$ cat src/sv/cccv_pkg.sv
// -----------------------------------------------------------------------------
// cccv_pkg
// Types, codes, widths and helpers shared by the charge controller modules.
// -----------------------------------------------------------------------------
package cccv_pkg;

    // field widths
    localparam int VOLT_W      = 16;
    localparam int CURR_W      = 16;
    localparam int NOW_W       = 32;
    localparam int CFG_V_W     = 13;
    localparam int CFG_TENTH_W = 10;
    localparam int CFG_LIM_W   = 14;
    localparam int CFG_IDX_W   = 3;
    localparam int CFG_DATA_W  = 32;
    localparam int IN_TDATA_W  = 64;
    localparam int OUT_TDATA_W = 24;

    // default internal time width
    localparam int TIME_WIDTH_DEF = 32;

    // register reset values
    localparam logic [CFG_V_W-1:0]     RST_CHARGE_VOLTAGE = 13'd4800;
    localparam logic [CFG_V_W-1:0]     RST_CHARGE_CURRENT = 13'd6250;
    localparam logic [CFG_V_W-1:0]     RST_RELOAD_VOLTAGE = 13'd4800;
    localparam logic [VOLT_W-1:0]      RST_PRESENCE_THR   = 16'd4320;
    localparam logic [CFG_DATA_W-1:0]  RST_CV_TIMEOUT     = 32'd1800000;

    // ramp step and setpoint limits
    localparam logic [VOLT_W-1:0] RAMP_STEP   = 16'd10;
    localparam logic [VOLT_W-1:0] SP_MAX      = 16'hFFFF;
    localparam logic [VOLT_W-1:0] RAMP_LIMIT  = 16'd65525;

    // reciprocal of ten, scaled by 2^16
    localparam logic [CFG_V_W-1:0] RECIP_TEN = 13'd6554;

    typedef enum logic [2:0] {
        PH_DETECT      = 3'd0,
        PH_RAMP        = 3'd1,
        PH_CC          = 3'd2,
        PH_CV          = 3'd3,
        PH_RELOAD      = 3'd4,
        PH_REMOVAL     = 3'd5,
        PH_OVERCURRENT = 3'd6,
        PH_OPEN        = 3'd7
    } t_phase;

    typedef enum logic [1:0] {
        CMD_NONE = 2'd0,
        CMD_ON   = 2'd1,
        CMD_OFF  = 2'd2
    } t_cmd;

    typedef enum logic [CFG_IDX_W-1:0] {
        CFG_CHARGE_VOLTAGE = 3'd0,
        CFG_CHARGE_CURRENT = 3'd1,
        CFG_RELOAD_VOLTAGE = 3'd2,
        CFG_CYCLE_MODE     = 3'd3,
        CFG_PRESENCE_THR   = 3'd4,
        CFG_CV_TIMEOUT     = 3'd5,
        CFG_OC_ENABLE      = 3'd6
    } t_cfg_idx;

    typedef struct packed {
        logic [CFG_V_W-1:0]     charge_voltage;
        logic [CFG_V_W-1:0]     charge_current;
        logic [CFG_TENTH_W-1:0] cc_tenth;       // charge_current / 10
        logic [CFG_LIM_W-1:0]   cc_return;      // floor(1.5 * charge_current)
        logic [CFG_V_W-1:0]     reload_voltage;
        logic                   cycle_mode;
        logic [VOLT_W-1:0]      presence_thr;
        logic [CFG_DATA_W-1:0]  cv_timeout_ms;
        logic                   oc_enable;
    } t_cfg;

    typedef struct packed {
        logic [VOLT_W-1:0] voltage;
        logic [CURR_W-1:0] current;
        logic [NOW_W-1:0]  now_ms;
    } t_item;

    typedef struct packed {
        logic              sp_write;
        logic [VOLT_W-1:0] sp_value;
        t_cmd              cmd;
        t_phase            phase;
    } t_result;

    // floor(x / 10) for 13-bit x, exact over the whole range
    function automatic logic [CFG_TENTH_W-1:0] div10(input logic [CFG_V_W-1:0] x);
        logic [2*CFG_V_W-1:0] prod;
        prod = {{CFG_V_W{1'b0}}, x} * {{CFG_V_W{1'b0}}, RECIP_TEN};
        return prod[16 +: CFG_TENTH_W];
    endfunction

    // floor(1.5 * x) for 13-bit x
    function automatic logic [CFG_LIM_W-1:0] times_1p5(input logic [CFG_V_W-1:0] x);
        logic [CFG_LIM_W:0] sum;
        sum = {2'b00, x} + {1'b0, x, 1'b0};
        return sum[CFG_LIM_W:1];
    endfunction

endpackage

$ cat src/sv/cccv_cfg.sv
// -----------------------------------------------------------------------------
// cccv_cfg
// Configuration register file; also keeps the derived current thresholds.
// -----------------------------------------------------------------------------
module cccv_cfg (
    input  logic                           i_clk,
    input  logic                           i_rst_n,
    input  logic                           i_cfg_valid,
    input  logic [cccv_pkg::CFG_IDX_W-1:0]  i_cfg_index,
    input  logic [cccv_pkg::CFG_DATA_W-1:0] i_cfg_data,
    output cccv_pkg::t_cfg                  o_cfg
);
    import cccv_pkg::*;

    t_cfg r_cfg;

    // write one register per accepted write; derive thresholds with the current
    always_ff @(posedge i_clk) begin
        if (!i_rst_n) begin
            r_cfg.charge_voltage <= RST_CHARGE_VOLTAGE;
            r_cfg.charge_current <= RST_CHARGE_CURRENT;
            r_cfg.cc_tenth       <= div10(RST_CHARGE_CURRENT);
            r_cfg.cc_return      <= times_1p5(RST_CHARGE_CURRENT);
            r_cfg.reload_voltage <= RST_RELOAD_VOLTAGE;
            r_cfg.cycle_mode     <= 1'b0;
            r_cfg.presence_thr   <= RST_PRESENCE_THR;
            r_cfg.cv_timeout_ms  <= RST_CV_TIMEOUT;
            r_cfg.oc_enable      <= 1'b0;
        end else if (i_cfg_valid) begin
            unique case (t_cfg_idx'(i_cfg_index))
                CFG_CHARGE_VOLTAGE: r_cfg.charge_voltage <= i_cfg_data[CFG_V_W-1:0];
                CFG_CHARGE_CURRENT: begin
                    r_cfg.charge_current <= i_cfg_data[CFG_V_W-1:0];
                    r_cfg.cc_tenth       <= div10(i_cfg_data[CFG_V_W-1:0]);
                    r_cfg.cc_return      <= times_1p5(i_cfg_data[CFG_V_W-1:0]);
                end
                CFG_RELOAD_VOLTAGE: r_cfg.reload_voltage <= i_cfg_data[CFG_V_W-1:0];
                CFG_CYCLE_MODE:     r_cfg.cycle_mode     <= i_cfg_data[0];
                CFG_PRESENCE_THR:   r_cfg.presence_thr   <= i_cfg_data[VOLT_W-1:0];
                CFG_CV_TIMEOUT:     r_cfg.cv_timeout_ms  <= i_cfg_data;
                CFG_OC_ENABLE:      r_cfg.oc_enable      <= i_cfg_data[0];
                default: begin
                end
            endcase
        end
    end

    assign o_cfg = r_cfg;

endmodule

$ cat src/sv/cccv_phase.sv
// -----------------------------------------------------------------------------
// cccv_phase
// Charge phase sequencer: holds the charge state and works out one result.
// -----------------------------------------------------------------------------
module cccv_phase #(
    parameter int TIME_WIDTH = cccv_pkg::TIME_WIDTH_DEF
) (
    input  logic              i_clk,
    input  logic              i_rst_n,
    input  logic              i_step,
    input  cccv_pkg::t_item   i_item,
    input  cccv_pkg::t_cfg    i_cfg,
    output cccv_pkg::t_result o_result
);
    import cccv_pkg::*;

    localparam int CMP_W = (TIME_WIDTH > NOW_W) ? TIME_WIDTH : NOW_W;

    t_phase                r_phase;
    t_phase                n_phase;
    logic [VOLT_W-1:0]     r_setpoint;
    logic [VOLT_W-1:0]     n_setpoint;
    logic [TIME_WIDTH-1:0] r_cv_start;
    logic [TIME_WIDTH-1:0] n_cv_start;
    logic                  r_present;
    logic                  n_present;

    logic [TIME_WIDTH-1:0] w_now;
    logic [TIME_WIDTH-1:0] w_elapsed;
    logic                  w_timeout;
    logic                  w_oc;
    logic                  w_above_thr;
    logic                  w_below_thr;
    logic                  w_below_target;
    logic                  w_below_tenth;
    logic                  w_above_return;
    logic                  w_reload;
    logic                  w_curr_zero;
    logic [VOLT_W-1:0]     w_sp_ramp;
    logic [VOLT_W-1:0]     w_sp_cc;
    logic                  w_cv_reached;
    t_phase                w_end_phase;

    // shared compares
    assign w_now          = TIME_WIDTH'(i_item.now_ms);
    assign w_elapsed      = w_now - r_cv_start;
    assign w_timeout      = CMP_W'(w_elapsed) >= CMP_W'(i_cfg.cv_timeout_ms);
    assign w_oc           = i_cfg.oc_enable &&
                            (i_item.current > {2'b00, i_cfg.charge_current, 1'b0});
    assign w_above_thr    = i_item.voltage > i_cfg.presence_thr;
    assign w_below_thr    = i_item.voltage < i_cfg.presence_thr;
    assign w_below_target = i_item.current < {3'b000, i_cfg.charge_current};
    assign w_below_tenth  = i_item.current < {6'd0, i_cfg.cc_tenth};
    assign w_above_return = i_item.current > {2'b00, i_cfg.cc_return};
    assign w_reload       = i_item.voltage <= {3'b000, i_cfg.reload_voltage};
    assign w_curr_zero    = i_item.current == '0;
    assign w_end_phase    = i_cfg.cycle_mode ? PH_RELOAD : PH_REMOVAL;

    // saturating setpoint steps
    assign w_sp_ramp = (r_setpoint > RAMP_LIMIT) ? SP_MAX : r_setpoint + RAMP_STEP;

    always_comb begin
        if (w_below_target) begin
            w_sp_cc = (r_setpoint == SP_MAX) ? r_setpoint : r_setpoint + 16'd1;
        end else begin
            w_sp_cc = (r_setpoint == '0) ? r_setpoint : r_setpoint - 16'd1;
        end
    end

    assign w_cv_reached = w_sp_cc >= {3'b000, i_cfg.charge_voltage};

    // next phase
    always_comb begin
        n_phase = r_phase;
        unique case (r_phase)
            PH_DETECT: begin
                if (w_above_thr && r_present) n_phase = PH_RAMP;
            end
            PH_RAMP: begin
                if (w_oc)                 n_phase = PH_OVERCURRENT;
                else if (!w_below_target) n_phase = PH_CC;
            end
            PH_CC: begin
                if (w_oc)              n_phase = PH_OVERCURRENT;
                else if (w_curr_zero)  n_phase = PH_OPEN;
                else if (w_cv_reached) n_phase = PH_CV;
            end
            PH_CV: begin
                if (w_oc)                n_phase = PH_OVERCURRENT;
                else if (w_below_tenth)  n_phase = w_end_phase;
                else if (w_timeout)      n_phase = w_end_phase;
                else if (w_above_return) n_phase = PH_CC;
            end
            PH_RELOAD: begin
                if (w_reload) n_phase = PH_RAMP;
            end
            PH_REMOVAL: begin
                if (w_below_thr) n_phase = PH_DETECT;
            end
            PH_OVERCURRENT, PH_OPEN: begin
                n_phase = r_phase;
            end
        endcase
    end

    // result fields and datapath state
    always_comb begin
        o_result.sp_write = 1'b0;
        o_result.sp_value = '0;
        o_result.cmd      = CMD_NONE;
        o_result.phase    = n_phase;
        n_setpoint        = r_setpoint;
        n_cv_start        = r_cv_start;
        n_present         = r_present;
        unique case (r_phase)
            PH_DETECT: begin
                if (w_above_thr) begin
                    n_present = !r_present;
                    if (r_present) begin
                        n_setpoint        = i_item.voltage;
                        o_result.sp_write = 1'b1;
                        o_result.sp_value = i_item.voltage;
                        o_result.cmd      = CMD_ON;
                    end
                end else begin
                    n_present = 1'b0;
                end
            end
            PH_RAMP: begin
                if (w_oc) begin
                    o_result.cmd = CMD_OFF;
                end else if (w_below_target) begin
                    n_setpoint        = w_sp_ramp;
                    o_result.sp_write = 1'b1;
                    o_result.sp_value = w_sp_ramp;
                end
            end
            PH_CC: begin
                if (w_oc || w_curr_zero) begin
                    o_result.cmd = CMD_OFF;
                end else begin
                    n_setpoint        = w_sp_cc;
                    o_result.sp_write = 1'b1;
                    if (w_cv_reached) begin
                        o_result.sp_value = {3'b000, i_cfg.charge_voltage};
                        n_cv_start        = w_now;
                    end else begin
                        o_result.sp_value = w_sp_cc;
                    end
                end
            end
            PH_CV: begin
                if (w_oc || w_below_tenth || w_timeout) o_result.cmd = CMD_OFF;
            end
            PH_RELOAD: begin
                if (w_reload) begin
                    n_setpoint        = i_item.voltage;
                    o_result.sp_write = 1'b1;
                    o_result.sp_value = i_item.voltage;
                    o_result.cmd      = CMD_ON;
                end
            end
            PH_REMOVAL: begin
                if (w_below_thr) n_present = 1'b0;
            end
            PH_OVERCURRENT, PH_OPEN: begin
                n_present = r_present;
            end
        endcase
    end

    // advance state once per processed item
    always_ff @(posedge i_clk) begin
        if (!i_rst_n) begin
            r_phase    <= PH_DETECT;
            r_setpoint <= '0;
            r_cv_start <= '0;
            r_present  <= 1'b0;
        end else if (i_step) begin
            r_phase    <= n_phase;
            r_setpoint <= n_setpoint;
            r_cv_start <= n_cv_start;
            r_present  <= n_present;
        end
    end

`ifndef ASSERT_OFF
    // error phases hold until reset
    a_err_latched: assert property (@(posedge i_clk) disable iff (!i_rst_n)
        (r_phase == PH_OVERCURRENT || r_phase == PH_OPEN) |=> $stable(r_phase))
        else $error("error phase left without reset");

    // turning the supply on always starts a ramp
    a_on_to_ramp: assert property (@(posedge i_clk) disable iff (!i_rst_n)
        (i_step && o_result.cmd == CMD_ON) |=> r_phase == PH_RAMP)
        else $error("supply on without entering ramp");

    // turning the supply off always ends the charge
    a_off_ends: assert property (@(posedge i_clk) disable iff (!i_rst_n)
        (i_step && o_result.cmd == CMD_OFF) |=>
        (r_phase != PH_RAMP && r_phase != PH_CC && r_phase != PH_CV))
        else $error("supply off while still charging");
`endif

endmodule

$ cat src/sv/cc_cv_battery_charge_controller.sv
// Path: an accepted item waits in the input register and moves into the output
// register once that register is free or draining, and is offered from there.
// Throughput: one item per cycle unless stalled, set by the single register pass.
// Reset: synchronous active-low i_rst_n clears both stages, the phase state and
// the configuration registers to their documented defaults.
// -----------------------------------------------------------------------------
// cc_cv_battery_charge_controller
// CC/CV charge sequencer on measurement items, with a register write channel.
// -----------------------------------------------------------------------------
module cc_cv_battery_charge_controller #(
    parameter int TIME_WIDTH = cccv_pkg::TIME_WIDTH_DEF
) (
    input  logic                            i_clk,
    input  logic                            i_rst_n,
    // input item stream
    input  logic                            s_axis_tvalid,
    output logic                            s_axis_tready,
    // [15:0] measured_voltage, [31:16] measured_current, [63:32] now_ms
    input  logic [cccv_pkg::IN_TDATA_W-1:0]  s_axis_tdata,
    // result stream
    output logic                            m_axis_tvalid,
    input  logic                            m_axis_tready,
    // [0] setpoint_write, [16:1] setpoint_value, [18:17] supply_command,
    // [21:19] phase_code, [23:22] zero
    output logic [cccv_pkg::OUT_TDATA_W-1:0] m_axis_tdata,
    // configuration writes
    input  logic                            i_cfg_valid,
    output logic                            o_cfg_ready,
    input  logic [cccv_pkg::CFG_IDX_W-1:0]   i_cfg_index,
    input  logic [cccv_pkg::CFG_DATA_W-1:0]  i_cfg_data
);
    import cccv_pkg::*;

    logic    r_in_vld;
    t_item   r_in_item;
    logic    r_out_vld;
    t_result r_out_res;
    logic    w_step;
    t_result w_result;
    t_cfg    w_cfg;

    // process the held item when the result register is free or draining
    assign w_step        = r_in_vld && (!r_out_vld || m_axis_tready);
    assign s_axis_tready = !r_in_vld || w_step;
    assign o_cfg_ready   = 1'b1;

    // input register
    always_ff @(posedge i_clk) begin
        if (!i_rst_n) begin
            r_in_vld <= 1'b0;
        end else if (s_axis_tready) begin
            r_in_vld <= s_axis_tvalid;
        end
    end

    always_ff @(posedge i_clk) begin
        if (s_axis_tready && s_axis_tvalid) begin
            r_in_item.voltage <= s_axis_tdata[15:0];
            r_in_item.current <= s_axis_tdata[31:16];
            r_in_item.now_ms  <= s_axis_tdata[63:32];
        end
    end

    // result register
    always_ff @(posedge i_clk) begin
        if (!i_rst_n) begin
            r_out_vld <= 1'b0;
        end else if (w_step) begin
            r_out_vld <= 1'b1;
        end else if (m_axis_tready) begin
            r_out_vld <= 1'b0;
        end
    end

    always_ff @(posedge i_clk) begin
        if (w_step) begin
            r_out_res <= w_result;
        end
    end

    cccv_cfg u_cfg (
        .i_clk       (i_clk),
        .i_rst_n     (i_rst_n),
        .i_cfg_valid (i_cfg_valid),
        .i_cfg_index (i_cfg_index),
        .i_cfg_data  (i_cfg_data),
        .o_cfg       (w_cfg)
    );

    cccv_phase #(
        .TIME_WIDTH (TIME_WIDTH)
    ) u_phase (
        .i_clk    (i_clk),
        .i_rst_n  (i_rst_n),
        .i_step   (w_step),
        .i_item   (r_in_item),
        .i_cfg    (w_cfg),
        .o_result (w_result)
    );

    // pack the result item
    assign m_axis_tvalid = r_out_vld;
    assign m_axis_tdata  = {2'b00, r_out_res.phase, r_out_res.cmd,
                            r_out_res.sp_value, r_out_res.sp_write};

endmodule
$ cat config.mk
export PLATFORM = sky130hd
export DESIGN_NAME = cc_cv_battery_charge_controller
export DESIGN_NICKNAME = d
export VERILOG_FILES = /design/src/sv/cccv_pkg.sv /design/src/sv/cccv_cfg.sv /design/src/sv/cccv_phase.sv /design/src/sv/cc_cv_battery_charge_controller.sv
export SDC_FILE = /design/constraint.sdc
export NUM_CORES = 1
export LEC_CHECK = 0
export BUFFER_PORTS_ARGS = -buffer_cell sky130_fd_sc_hd__buf_2
export CAP_MARGIN = 10
export CORE_AREA = 10 10 193 195
export CTS_CLUSTER_SIZE = 12
export DETAILED_ROUTE_END_ITERATION = 8
export DIE_AREA = 0 0 203 205
export PLACE_DENSITY = 0.82
export SYNTH_ARGS = -nofsm -noshare
export SYNTH_HDL_FRONTEND = slang
export SYNTH_SLANG_ARGS = --single-unit
$ cat constraint.sdc
create_clock -name i_clk -period 6.6 [get_ports i_clk]
set_clock_uncertainty 0.1 [all_clocks]
set_input_delay 0.66 -clock i_clk [delete_from_list [all_inputs] [get_ports i_clk]]
set_output_delay 0.66 -clock i_clk [all_outputs]
set_load 0.01 [all_outputs]
==> results.py <==
metrics = {
    "timing": {
        "maxSlewViolCount": 0,
        "worstMarginPinSlew_ns": 1.170,
        "period_minus_slack_ns": 5.697,
        "setup_violations": 0,
        "hold_violations": 0,
        "rsz0062_at_grt": "no",
        "period_share_pct": 86.33,
        "layout_setup_ws_ns": 0.9025,
        "max_freq_mhz": 175.5,
        "fin_setup_tns_ns": 0,
        "slew_headroom_pct": 21.78,
    },
    "layout": {
        "finalInstanceArea_mm2": 0.01993,
        "syn2layout_area_growth_pct": 10.43,
        "fillers": 2834,
        "drive_gt1_share_pct": 10.56,
        "fin_nets": 2479,
    },
    "clocking": {
        "root_buffer": "clkbuf_16",
        "post_cts_resized": 0,
        "hold_buffers": 0,
        "cts-htree-levels": 1,
        "clk_latency_ns": 0.58,
        "clkTransAtPathRegs_ns": 0.06,
        "clockBufferDepth": 3,
        "cts_tree": "done",
        "clock_sinks": 253,
        "cts_made_buffers": 29,
        "cts_setup_buffers": 0,
    },
    "logic_synthesis": {
        "yosys-mux-area-fraction_pct": 3.016,
        "yosysWarnings": 0,
        "netlist_area_mm2": 0.01805,
        "synth_compound_area_share_pct": 16.72,
        "synth_top_family_by_area": "adder cells",
        "async_flop_share_pct": 0,
        "synth_ff_type": "dfxtp_1",
        "synth_fa_ha_area_share_pct": 23.36,
        "postSynthCellCount": 1978,
        "yosysUniqueCellTypes": 80,
        "syn-mean-instance-area_um2": 9.124,
        "synth_xor_area_share_pct": 3.494,
        "ys_ff_latch": 253,
        "ys_seq_area_share_pct": 32.83,
        "synth-simple-area-share_pct": 14.15,
        "synth_edf_count": 86,
    },
    "setup_path": {
        "cpMaxStageDelayCell": "a2111oi_0",
        "cpPeakStageDelay_ns": 0.47,
        "cp-end-kind": "flip-flop",
        "crit_chain": "inv_1 > ha_1 > inv_1 > fa_1 > a211oi_1 > o21a_1 > o31ai_1 > a31oi_1 > o31ai_1 > o41a_1 > a211oi_1 > a21oi_1 > xor2_1 > ha_1 > nand4_1 > or2_2 > a2111oi_0 > a211oi_1 > buf_4 > mux2i_1 > or3b_1",
        "cp.required_ns": 6.83,
        "crit_arrival_ns": 5.92,
        "rr_worst_depth": 21,
        "worst_path_most_repeated_cell": "a211oi_1",
        "criticalPathCategory": "flip-flop to flip-flop",
        "startpoint_type": "flip-flop",
        "critPathMaxFanout": 4,
    },
    "die": {
        "pin_count": 131,
        "fp.dieW_um": 203,
        "dieHeight_um": 205,
        "fp.coreArea_mm2": 0.03328,
        "num_rows": 67,
        "dieArea_mm2": 0.04162,
        "initial_core_util_pct": 54.23,
    },
    "placed_design": {
        "dp_hpwl_um": 36810,
        "postPlaceCellArea_mm2": 0.01902,
        "port_buffers": 127,
        "dp_worst_setup_slack_ns": 0.9264,
        "place.gp.congestion": 0.9907,
    },
    "route": {
        "vias": 14980,
        "wl_um": 48490,
        "wl_per_cell_um": 19.08,
        "drt-initial-drc-count": 1263,
        "final_antenna_net_count": 0,
        "viasPerCell": 5.891,
        "drt_first_pass_iters": 6,
        "drcViolationCount": 0,
    },
    "pwr": {
        "ir_drop_mv": 0.2190,
        "power.density_mw_per_mm2": 240.5,
        "leakagePower_nw": 8.536,
    },
    "hold_path": {
        "whs_path_depth": 1,
        "min_path_type": "input pin to flip-flop",
    },
    "run": {
        "cap_violations": 0,
    },
    "grt": {
        "grt_pass1_vias": 14750,
        "grt_max_degree": 65,
        "grt_pass1_wl_um": 76850,
        "antenna_found_initial": 1,
        "track_usage_pct": 22.50,
        "grt-ovfl-total": 0,
    },
    "status": {
        "status": "finished, final reports clean",
    },
}
[worst max-delay path: cells and delay by family, from the launching register on]
family	cells	cell delay (ns)
multiplexers	1	0.14
AO/OA/AOI/OAI	10	2.68
flip-flops	1	0.39
XOR/XNOR	1	0.17
AND/OR/NAND/NOR	3	0.79
buffers and inverters	3	0.32
adder cells (fa/ha/maj)	3	0.87
[through the flow]
step | util (%) | total power, mW | cells | hold slack (ns)
5_1_grt | 59.88 | 5.070 | 2542 | 0.1490
3_5_place_dp | 57.16 | 3.260 | 2487 | 0.3463
3_3_place_gp | 57.16 | 3.205 | 2487 | 0.3411
2_1_floorplan | - | 2.867 | 1979 | 0.3319
4_1_cts | 59.83 | 4.803 | 2540 | 0.1386
6_report | 59.88 | 4.794 | 2542 | 0.1567
[cell families (layout without fill, tap and decap cells)]
family                     Yosys count  in the layout
and+or+nand+nor                    551            551
AOI/OAI and AO/OA                  453            453
adders and majority gates          304            304
buffers and inverters              290            404
DFF                                253            253
xor gates and xnor gates            72             72
muxes                               53             53
other                                2              4
[registers in the layout (all words and copies together), names as in the netlist]
signal and count:
u_cfg.o_cfg 113, r_in_item 64, u_phase.r_cv_start 32, m_axis_tdata 22
u_phase.r_setpoint 16, u_phase.r_phase 3, m_axis_tvalid 1, r_in_vld 1
u_phase.r_present 1
[cells in the final DEF, fill, tap and decap left out, types with 6 or more instances in the layout]
| cell | instances |
|---|---|
| nand2_1 | 244 |
| o31ai_1 | 8 |
| nand4_1 | 24 |
| clkinv_2 | 7 |
| and2_1 | 11 |
| a221o_1 | 6 |
| dfxtp_1 | 167 |
| a21o_1 | 39 |
| nand3_1 | 41 |
| buf_2 | 127 |
| edfxtp_1 | 86 |
| xor2_1 | 28 |
| buf_4 | 13 |
| o211ai_1 | 47 |
| mux2i_1 | 51 |
| and3_1 | 13 |
| a31oi_1 | 13 |
| nor2_1 | 117 |
| o21ai_1 | 9 |
| clkbuf_16 | 29 |
| a22oi_1 | 7 |
| a31o_2 | 9 |
| inv_1 | 209 |
| fa_1 | 55 |
| a211oi_1 | 20 |
| nor4_1 | 8 |
| o21a_1 | 17 |
| nor3_1 | 27 |
| o21ai_0 | 55 |
| o221ai_1 | 9 |
| a22o_1 | 7 |
| a21oi_1 | 143 |
| ha_1 | 249 |
| xnor2_1 | 44 |
| nand2b_1 | 16 |
| clkbuf_1 | 8 |
| nor2b_1 | 13 |
| o21bai_1 | 6 |
[power by group]
group / leakage [nW] / switching [mW] / internal, mW / total, mW
logic: 5.91 / 0.875 / 0.661 / 1.54
registers: 2.19 / 0.0569 / 1.67 / 1.73
clock network: 0.436 / 0.656 / 0.870 / 1.53
[metal layers]
metal  track usage [%]  wire (µm)  up-vias
li1                  -          -     7144
met1             29.02      20650     7094
met2             38.01      22760      620
met3             3.633       3665      117
met4             6.848       1411        0
met5                 0          0        -
[final timing paths]
check                               start                            to  slack, ns
min                      s_axis_tdata[21]       r_in_item[37]$_DFFE_PP_       0.16
max                r_in_item[0]$_DFFE_PP_    m_axis_tdata[19]$_DFFE_PP_       0.90
max reg2reg        r_in_item[0]$_DFFE_PP_    m_axis_tdata[19]$_DFFE_PP_       0.90
min reg2reg  u_cfg.o_cfg[71]$_SDFFE_PN0P_  u_cfg.o_cfg[71]$_SDFFE_PN0P_       0.35
[synthesized netlist by cell type (all sizes together) (7+ instances only)]
master / number / share of area (%)
nor4: 11 / 0.63
nand4: 25 / 0.90
a211oi: 20 / 0.83
o211ai: 47 / 2.0
clkbuf: 62 / 1.3
a22o: 7 / 0.34
xnor2: 44 / 2.1
nor2b: 13 / 0.45
fa: 55 / 6.1
o31ai: 9 / 0.37
inv: 210 / 4.4
buf: 18 / 0.73
and2: 12 / 0.42
a21oi: 143 / 4.0
edfxtp: 86 / 14
nand2b: 16 / 0.55
a21o: 39 / 1.6
nand2: 244 / 5.1
dfxtp: 167 / 19
o221ai: 9 / 0.44
xor2: 28 / 1.4
nor3: 33 / 1.1
o21a: 17 / 0.71
and3: 13 / 0.45
nor2: 119 / 2.5
mux2i: 52 / 3.0
a31o: 9 / 0.44
a31oi: 13 / 0.45
o21ai: 64 / 1.8
nand3: 41 / 1.1
a22oi: 8 / 0.41
ha: 249 / 17
[layout make-up]
class	count	area, µm²	area share [%]
well taps	448	560.5	2.813
diodes	1	2.502	0.01256
flip-flops and latches	253	5926	29.73
repair buffers	141	748.2	3.754
clock inverters	14	106.4	0.5337
multi-input cells	1436	11010	55.26
inverters	210	789.5	3.962
clock buffers	39	783.3	3.930
(Power assumes the default switching activity.)
